==> src/hdl/tctm_pkg.sv <==
// shared constants, types and arithmetic helpers of the crosstalk trace mixer
package tctm_pkg;

  localparam int CHANNELS  = 4;
  localparam int TIME_BINS = 4096;
  localparam int NUM_IN_CH = 4;

  localparam int CH_W     = 2;
  localparam int BIN_W    = 12;
  localparam int SAMPLE_W = 16;
  localparam int SCALE_W  = 32;
  localparam int TRACE_W  = 40;
  localparam int CFG_W    = 3;

  localparam int PROD_W    = SCALE_W + SAMPLE_W;
  localparam int ACC_W     = PROD_W + $clog2(NUM_IN_CH);
  localparam int FRAC_DROP = 14;
  localparam int RND_W     = ACC_W + 1 - FRAC_DROP;

  localparam int SRC_W     = $clog2(NUM_IN_CH);
  localparam int STEPS     = NUM_IN_CH * NUM_IN_CH;
  localparam int STEP_W    = $clog2(STEPS);
  localparam logic [STEP_W-1:0] LAST_STEP = STEP_W'(STEPS - 1);
  localparam logic [SRC_W-1:0]  LAST_SRC  = SRC_W'(NUM_IN_CH - 1);

  localparam int MEM_DEPTH = CHANNELS * CHANNELS * TIME_BINS;
  localparam int MEM_AW    = $clog2(MEM_DEPTH);

  localparam int PADDR_W  = 3;
  localparam int APB_DW   = 32;
  localparam int REG_IDX_W = PADDR_W - 2;
  localparam logic [REG_IDX_W-1:0] REG_CHANNELS_IN_USE = '0;
  localparam logic [CFG_W-1:0]     CHANNELS_RESET      = CFG_W'(4);

  typedef enum logic [1:0] {
    S_IDLE,
    S_READ,
    S_DRAIN,
    S_DONE
  } ctrl_state_e;

  typedef struct packed {
    logic              capture;
    logic              write;
    logic              issue;
    logic [STEP_W-1:0] step;
  } dp_cmd_t;

  typedef struct packed {
    logic done;
  } dp_status_t;

  // number of channels that take part, bounded by the hardware
  function automatic logic [CFG_W-1:0] active_count(input logic [CFG_W-1:0] cfg);
    int n;
    n = int'(cfg);
    if (n > CHANNELS) n = CHANNELS;
    if (n > NUM_IN_CH) n = NUM_IN_CH;
    return CFG_W'(n);
  endfunction

  // q.30 sum to q.16, half rounds up; the rounded value is narrower than
  // the trace, so the saturation bound is never reached
  function automatic logic signed [TRACE_W-1:0] round_sat(
    input logic signed [ACC_W-1:0] acc
  );
    logic signed [ACC_W:0]   biased;
    logic signed [RND_W-1:0] r;
    biased = (ACC_W+1)'(acc) + (ACC_W+1)'(1 << (FRAC_DROP - 1));
    r      = biased[ACC_W:FRAC_DROP];
    return TRACE_W'(r);
  endfunction

endpackage

==> src/hdl/tctm_ctrl.sv <==
// sequencer: accepts commands and steps the datapath through the sixteen template reads
module tctm_ctrl (
  input  logic                 clk_i,
  input  logic                 rst_ni,
  input  logic                 start_i,
  input  logic                 op_i,
  input  tctm_pkg::dp_status_t status_i,
  output tctm_pkg::dp_cmd_t    cmd_o,
  output logic                 busy_o,
  output logic                 result_valid_o
);
  import tctm_pkg::*;

  ctrl_state_e       state_q, state_d;
  logic [STEP_W-1:0] step_q, step_d;

  always_ff @(posedge clk_i or negedge rst_ni) begin
    if (!rst_ni) begin
      state_q <= S_IDLE;
      step_q  <= '0;
    end else begin
      state_q <= state_d;
      step_q  <= step_d;
    end
  end

  always_comb begin
    state_d        = state_q;
    step_d         = step_q;
    cmd_o          = '0;
    busy_o         = 1'b1;
    result_valid_o = 1'b0;
    case (state_q)
      S_IDLE: begin
        busy_o = 1'b0;
        if (start_i) begin
          cmd_o.write   = !op_i;
          cmd_o.capture = op_i;
          if (op_i) begin
            state_d = S_READ;
            step_d  = '0;
          end
        end
      end
      S_READ: begin
        cmd_o.issue = 1'b1;
        cmd_o.step  = step_q;
        step_d      = step_q + STEP_W'(1);
        if (step_q == LAST_STEP) state_d = S_DRAIN;
      end
      S_DRAIN: begin
        if (status_i.done) state_d = S_DONE;
      end
      S_DONE: begin
        result_valid_o = 1'b1;
        state_d        = S_IDLE;
      end
      default: state_d = S_IDLE;
    endcase
  end

  a_done_in_drain: assert property (@(posedge clk_i) disable iff (!rst_ni)
    status_i.done |-> state_q == S_DRAIN)
    else $error("datapath finished outside drain");

  a_strobe_then_free: assert property (@(posedge clk_i) disable iff (!rst_ni)
    result_valid_o |=> !busy_o)
    else $error("still busy after result");

  a_read_to_drain: assert property (@(posedge clk_i) disable iff (!rst_ni)
    (state_q == S_READ && step_q == LAST_STEP) |=> state_q == S_DRAIN)
    else $error("read sweep did not end");

  a_compute_busy: assert property (@(posedge clk_i) disable iff (!rst_ni)
    (start_i && !busy_o && op_i) |=> (busy_o && !result_valid_o))
    else $error("compute not started");

endmodule

==> config.mk <==
export PLATFORM = sky130hd
export DESIGN_NAME = tctm_ctrl
export DESIGN_NICKNAME = d
export VERILOG_FILES = /design/src/hdl/tctm_pkg.sv /design/src/hdl/tctm_ctrl.sv
export SDC_FILE = /design/constraint.sdc
export NUM_CORES = 1
export LEC_CHECK = 0
export ABC_AREA = 1
export ABC_CLOCK_PERIOD_IN_PS = 1570
export BUFFER_PORTS_ARGS = -buffer_cell sky130_fd_sc_hd__buf_2
export CORE_MARGIN = 2
export CORE_UTILIZATION = 24
export CTS_BUF_LIST = sky130_fd_sc_hd__clkbuf_2 sky130_fd_sc_hd__clkbuf_4 sky130_fd_sc_hd__clkbuf_8
export CTS_CLUSTER_SIZE = 40
export DETAILED_ROUTE_END_ITERATION = 16
export GPL_ROUTABILITY_DRIVEN = 0
export PLACE_DENSITY = 0.48
export SYNTH_ARGS = -nofsm -noshare
export SYNTH_HDL_FRONTEND = slang
export SYNTH_SLANG_ARGS = --single-unit
==> constraint.sdc <==
create_clock -name clk_i -period 1.57 [get_ports clk_i]
set_clock_uncertainty 0.05 [all_clocks]
set_input_delay 0.0785 -clock clk_i [delete_from_list [all_inputs] [get_ports clk_i]]
set_output_delay 0.0785 -clock clk_i [all_outputs]
set_load 0.01 [all_outputs]
* Word-level counts from Yosys, hierarchy flattened
Cells that the tools add are included.
Storage, ports and cells: bits in registers 6, word-level logic and storage cells 29, output and inout bits 9, input bits 5
Cells by class: muxes and demuxes 13, eq/ne operators 8, reduce and logical (&&, ||, !) cells 5, $add $sub $neg 1
Operators by type and width (count):
- $mux W2 | 6
- $mux W4 | 2
- $ne A2 B2 Y1 const B | 4
- $pmux W2 S4 | 1
- $pmux W4 S2 | 1
- $mux W5 | 1
- $add A4 B1 Y4 const B | 1
- $eq A2 B2 Y1 const B | 2
- $eq A4 B4 Y1 const B | 1
- $reduce_and A4 Y1 | 1
- $reduce_and A3 Y1 | 1
- $eq A2 B1 Y1 const B | 1
- $logic_not A2 Y1 | 1
- $mux W1 | 2
- $reduce_bool A2 Y1 | 1
- $logic_not A1 Y1 | 1

* Longest topological paths before layout
Gate-level depths: netlist of run 1.
depth in word-level cells 3, mapped depth 8, depth with buffers taken out 8

* Least setup slack after synthesis of run 1
No wires, ideal clock.
path type register to register, start point register state_q[1], end point register step_q[3], buffers on the path 1, path slack 0.237 ns, arrival 1.164 ns, setup time 0.120 ns, required time 1.400 ns, cell stages (with the launch flop) 9, period minus slack after synthesis 1.333 ns, path through dfrtp_1 > inv_1 > ha_1 > buf_4 > nand2_2 > nand2_2 > nand3_1 > nand2_1 > nor2_2
On the way: word-level cells in the longest chain between the ends 3, elaborated cells between the ends (all ways) 7, classes of those cells eq/ne: 3; mux: 1; reduce/logical: 3
RTL lines:
- start, declared | line tctm_ctrl.sv:14 | ctrl_state_e state_q, state_d;
- start signal, assigned | line tctm_ctrl.sv:22 | state_q <= state_d;
- $eq A2 B1 Y1 / $logic_not A2 Y1 (equally long branches) | line tctm_ctrl.sv:33 | case (state_q)
- $reduce_bool A2 Y1 (no source line) / $ne A2 B2 Y1 (equally long branches)
- $reduce_and A3 Y1 (no source line)
- end signal, assigned | line tctm_ctrl.sv:23 | step_q <= step_d;
- end, declared | line tctm_ctrl.sv:15 | logic [STEP_W-1:0] step_q, step_d;
Several ways; a longest one is shown, not always the timed one. A chain may end at the register's enable or synchronous reset.

==> metrics.md, run 1 <==
| Metric | Value |
|---|---|
| Cell taking the most area after synthesis | dfrtp_1 |
| Worst hold path type | input pin to asynchronous set/reset pin |
| Synthesized Nets | 74 |
| Effective utilization at floorplan | 0.258 |
| Final min period | 1.47 ns |
| CTS tree | yes |
| Register area share after synthesis | 0.330 |
| VDD IR max | 0.000599 V |
| Fin cells | 104 |
| Nets | 92 |
| Io pins | 14 |
| Synth top area cells | dfrtp_1 33%, ha_1 16%, nand2_1 15%, inv_1 9.1%, nand3_1 5.5% |
| DP HPWL | 758 um |
| Seq pwr share | 0.289 |
| Die height | 47.6 um |
| Pwr Total | 1.03 mW |
| Gr ovfl total | 0 |
| Vias post-DR | 416 |
| TritonCTS Buffers | 3 |
| Post-Syn Area per Cell | 7.23 um^2 |
| Leakage | 0.358 nW |
| Max Slew Vio Count | 0 |
| Setup CP Type | flip-flop to output port |
| CP endpoint kind | output port |
| P_int | 549 uW |
| DR pass1 iterations | 2 |
| Site Rows | 15 |
| TritonCTS Sinks | 6 |
| Mapped Area | 455 um^2 |
| Setup bufs post-CTS | 0 |
| First-pass GRT wire length | 1.56 mm |
| Comb pwr share | 0.571 |
| Sw Ratio | 0.468 |
| Setup total negative slack | 0 ns |
| Worst-Margin Slew | 0.185 ns |
| Peak Freq | 0.682 GHz |
| Slew margin rel. | 0.876 |
| Final instance area | 589 um^2 |
| Die width | 47.6 um |
| Core box area | 1760 um^2 |
| Count of different cell masters after synthesis | 16 |
| RSZ-0062 raised after global routing | no |
| Clk_lat worst skew | 0.25 ns |
| Vias per inst | 4.00 |
| Die ar. | 2260 um^2 |
| Final Hold Viols | 0 |
| Post-synth top area share | 0.330 |
| Final wirelength | 957 um |
| Syn-to-layout area delta | 29.4% |
| Placed instance count | 100 |
| Critical Path Source Type | flip-flop |
| Outcome | complete, no violations |
| GRT Total Usage | 0.102 |
| Critical Path AT | 1.34 ns |
| Wire length per cell | 9.20 um |
| WP data required | 1.44 ns |
| Max cap viols | 0 |
| Number of DRC markers in iteration 0 | 5 |
| Routed Antenna Nets | 0 |
| Setup violators final | 0 |
| Post-Synthesis Cells | 63 |
| Pin count of the biggest net entering global routing | 12 |
| Antenna violations before repair | 0 |
| Period utilization | 0.934 |
| Flop-to-flop setup slack | 0.18 ns |
| Commonest non-fill, non-tap cells in the layout | 18 x nand2_1, 13 x buf_2, 11 x inv_1 |
| Drt drc | 0 |
| Synth Warn # | 0 |
| Pwr/cell area | 1750 nW/um^2 |
| Final Core Density | 0.334 |
| N_diodes | 0 |
| Root Driver | clkbuf_4 |
| Critical path fanouts, max | 4 |
| Placed cell areas | 544 um^2 |
| Clock group share of total power | 0.140 |
| H-Tree Depth | 1 |
| Yosys reg bits | 6 |
| Fraction of layout cells with a size suffix above 1 | 0.291 |
| Most common cell after layout, fill and taps aside | nand2_1 |
| Switching power | 484 uW |
| Vias in the first global route | 340 |
| Bufs on Longest Clock Path | 2 |
| Clock edge transition at the registers on the reported setup and hold paths | 0.05 ns |
| Port Buffers | 13 |
[metal layers]
metal  vias up  GRT usage  part of all wire
li1        228          -                 -
met2         9      0.130              0.44
met1       179      0.144              0.49
met3         0     0.0604             0.061
met4         0     0.0324                 0
met5         -          0                 0
[flip-flops by register name (all words and copies together) (netlist names)]
| register | flops |
|---|---|
| step_q | 4 |
| state_q | 2 |
[power groups by stage]
stage,logic (mW),clock network (mW),registers (mW)
2_1_floorplan,0.436,0,0.278
3_3_place_gp,0.571,0,0.292
3_5_place_dp,0.568,0,0.293
6_report,0.590,0.145,0.298
4_1_cts,0.579,0.154,0.291
5_1_grt,0.690,0.158,0.309
[critical path, cell delays in order, from the launching register on]
cell and delay, ns:
dfrtp_1 0.43, inv_1 0.13, ha_1 0.24, nand3_2 0.11, inv_1 0.07, buf_2 0.12
[cells by family (layout without fill, tap and decap cells)]
kind of cell	after synthesis	in the layout	share of synthesized area
fa+ha+maj	6	6	0.165
buf+inv	13	29	0.115
compound gates	4	4	0.0440
simple gates	34	34	0.346
flops	6	6	0.330
[cell type report]
| class | count | area (um^2) |
|---|---|---|
| fill | 212 | 1170 |
| sequential | 6 | 150 |
| clock buffer | 3 | 22.5 |
| inverter | 12 | 45.0 |
| multi-input combinational | 44 | 265 |
| tap | 25 | 31.3 |
| timing repair buffer | 14 | 75.1 |
[Yosys cell counts, drive strengths merged]
| cell type | count |
|---|---|
| inv | 12 |
| dfrtp | 6 |
| nor2 | 4 |
| nand3 | 6 |
| nand4 | 2 |
| buf | 1 |
| ha | 6 |
| a21oi | 2 |
| o21ai | 2 |
| nand2 | 20 |
| or2 | 2 |
[final timing paths]
| path | startpoint | endpoint | cells past startpoint |
|---|---|---|---|
| worst max register to register | state_q[0] | step_q[3] | 6 |
| min in group clk_i | status_i | state_q[0] | 5 |
| worst min register to register | state_q[1] | state_q[1] | 2 |
| max in group asynchronous | rst_ni | state_q[0] | 2 |
| worst max-delay path | state_q[0] | cmd_o[6] | 5 |
| worst min-delay path | rst_ni | step_q[0] | 2 |
[what timing repair did]
| item | in CTS | in global routing |
|---|---|---|
| pin swaps | 0 | 0 |
| resized for setup | 1 | 1 |
| endpoints found under the hold margin | 6 | 0 |
| setup endpoints to repair | 4 | 3 |
| hold buffers | 1 | 0 |
[per-stage QoR]
| stage | setup slack [ns] | hold slack [ns] |
|---|---|---|
| 2_1_floorplan | 0.237 | -0.267 |
| 4_1_cts | 0.0903 | 0.142 |
| 6_report | 0.103 | 0.135 |
| 3_3_place_gp | 0.0514 | -0.133 |
| 3_5_place_dp | 0.0516 | -0.130 |
| 5_1_grt | 0.00231 | 0.168 |
(Power assumes the default switching activity.)
==> run 2: changes to the inputs <==
Settings changed: CORE_MARGIN 2 to 5.
==> metrics.md, run 2 (same netlist as run 1, synthesis figures left out) <==
| Metric | Value |
|---|---|
| Outcome | complete, no violations |
| Most common cell after layout, fill and taps aside | nand2_1 |
| WP data required | 1.44 ns (about the same) |
| Pwr/cell area | 1770 nW/um^2 (+0.68%) |
| Peak Freq | 0.700 GHz (+2.7%) |
| Wire length per cell | 9.35 um (+1.6%) |
| Final wirelength | 972 um (+1.6%) |
| Vias in the first global route | 459 (+35%) |
| DR pass1 iterations | 4 (+2) |
| Setup violators final | 0 (unchanged) |
| Critical Path Source Type | flip-flop |
| Final instance area | 592 um^2 (+0.42%) |
| Slowest cell delay on critical path | 0.40 ns (-0.03 ns) |
| Root Driver | clkbuf_4 |
| Drt drc | 0 (unchanged) |
| Period utilization | 0.910 (-0.0243) |
| GRT Total Usage | 0.0845 (-0.0179) |
| Site Rows | 15 (unchanged) |
| Critical path fanouts, max | 4 (unchanged) |
| Commonest non-fill, non-tap cells in the layout | 18 x nand2_1, 13 x buf_2, 11 x inv_1 |
| Antenna violations before repair | 0 (unchanged) |
| Setup total negative slack | 0 ns (unchanged) |
| VDD IR max | 0.000710 V (+18%) |
| Die width | 53.6 um (+13%) |
| RSZ-0062 raised after global routing | no |
| Gr ovfl total | 0 (unchanged) |
| Max layer used | met4 |
| Placed instance count | 100 (unchanged) |
| Leakage | 0.357 nW (-0.39%) |
| Fraction of layout cells with a size suffix above 1 | 0.304 (+0.0127) |
| Met1 Wirelength | 451 um (-4.7%) |
| Fin cells | 104 (unchanged) |
| N_diodes | 0 (unchanged) |
| CP Buf/Inv Count | 3 (unchanged) |
| Setup bufs post-CTS | 0 (unchanged) |
| Syn-to-layout area delta | 29.9% |
| Nets | 92 (unchanged) |
| Pin count of the biggest net entering global routing | 12 (unchanged) |
| Top Registers | step_q (4), state_q (2) |
| Worst reg2reg endpoint | step_q[3] |
| Most frequent CP cell | inv_1 |
| Clk_lat worst skew | 0.24 ns (about the same) |
| Routed Antenna Nets | 0 (unchanged) |
| Reg-to-reg startpoint | state_q[1] |
| Worst hold path type | input pin to asynchronous set/reset pin |
| First-pass GRT wire length | 1.75 mm (+12%) |
| Worst-Margin Slew | 0.177 ns (-0.00826 ns) |
| Port Buffers | 13 (unchanged) |
| Final worst slack | 0.141 ns (+0.0381 ns) |
| Final min period | 1.43 ns (-0.0381 ns) |
| Effective utilization at floorplan | 0.258 (unchanged) |
| H-Tree Depth | 1 (unchanged) |
| Max FFs per register | 4 (unchanged) |
| Bufs on Longest Clock Path | 2 (unchanged) |
| CTS tree | yes |
| Die ar. | 2870 um^2 (+27%) |
| Crit-path slowest cell | dfrtp_1 |
| Die height | 53.6 um (+13%) |
| Slew margin rel. | 0.882 (+0.00551) |
| Clock edge transition at the registers on the reported setup and hold paths | 0.05 ns (about the same) |
| Reg with most FFs | step_q |
| Hold WS | 0.133 ns (-0.00232 ns) |
| Number of DRC markers in iteration 0 | 3 (-2) |
| Max cap viols | 0 (unchanged) |
| Vias per inst | 4.20 (+5.0%) |
| DP Worst Slack | 0.0773 ns (+0.0257 ns) |
| Crit-path cells | inv_1 -> ha_2 -> nand3_2 -> inv_1 -> buf_2 |
| CP endpoint kind | output port |
| Placed cell areas | 544 um^2 (unchanged) |
| R2R cell count | 6 (unchanged) |
| Met2 WL | 440 um (+3.5%) |
| Setup CP Type | flip-flop to output port |
| Max Slew Vio Count | 0 (unchanged) |
| TritonCTS Sinks | 6 (unchanged) |
| TritonCTS Buffers | 3 (unchanged) |
| DP HPWL | 799 um (+5.4%) |
| Core box area | 1760 um^2 (unchanged) |
| Flop-to-flop setup slack | 0.21 ns (+0.03 ns) |
| Final Hold Viols | 0 (unchanged) |
| DR WL met3 | 70 um (+21%) |
| Crit path max-delay family | flip-flops |
| Vias post-DR | 437 (+5.0%) |
| Io pins | 14 (unchanged) |
| Critical Path AT | 1.30 ns (-0.04 ns) |
-- run 2: cell count changes in the layout (fill, tap and decap cells not counted) --
cell / delta
ha_1: -1
ha_2: +1
-- run 2: area by class of cell --
cell class / count / area, um^2
sequential: 6 / 150
multi-input combinational: 44 / 268
fill: 208 / 1170
timing repair buffer: 14 / 75.1
tap: 25 / 31.3
inverter: 12 / 45.0
clock buffer: 3 / 22.5
-- run 2: timing repair --
item / 4_1_cts / 5_1_grt
endpoints found under the setup margin: 4 / 3
endpoints found under the hold margin: 6 / 0
resized for setup: 1 / 2
hold buffers: 1 / 0
cloned: 0 / 0
-- run 2: how the worst max path moves through the flow --
stage                          start   endpoint  slack (ns)  cells past startpoint
after floorplan           state_q[1]  step_q[3]        0.24                      8
after global placement    state_q[1]  step_q[3]        0.06                      7
after detailed placement  state_q[1]  step_q[3]        0.08                      7
after CTS                 state_q[1]   cmd_o[2]        0.10                      5
after global routing      state_q[1]   cmd_o[6]        0.02                      5
final                     state_q[1]   cmd_o[6]        0.14                      5
-- run 2: layer usage --
layer,up-vias,global-route usage
met3,2,0.0443
met5,-,0
met1,200,0.0927
met4,0,0.0255
li1,226,-
met2,9,0.141
-- run 2: stage by stage --
| step | utilization | power, mW |
|---|---|---|
| floorplan | - | 0.714 |
| global placement | 0.309 | 0.866 |
| detailed placement | 0.309 | 0.872 |
| CTS | 0.328 | 1.03 |
| global route | 0.335 | 1.18 |
| finish | 0.335 | 1.04 |
-- run 2: power by group --
part           total (mW)  switching, mW  internal, mW  leakage, nW
sequential          0.297         0.0730         0.224       0.0773
combinational       0.605          0.360         0.245        0.266
clock               0.143         0.0561        0.0865       0.0138
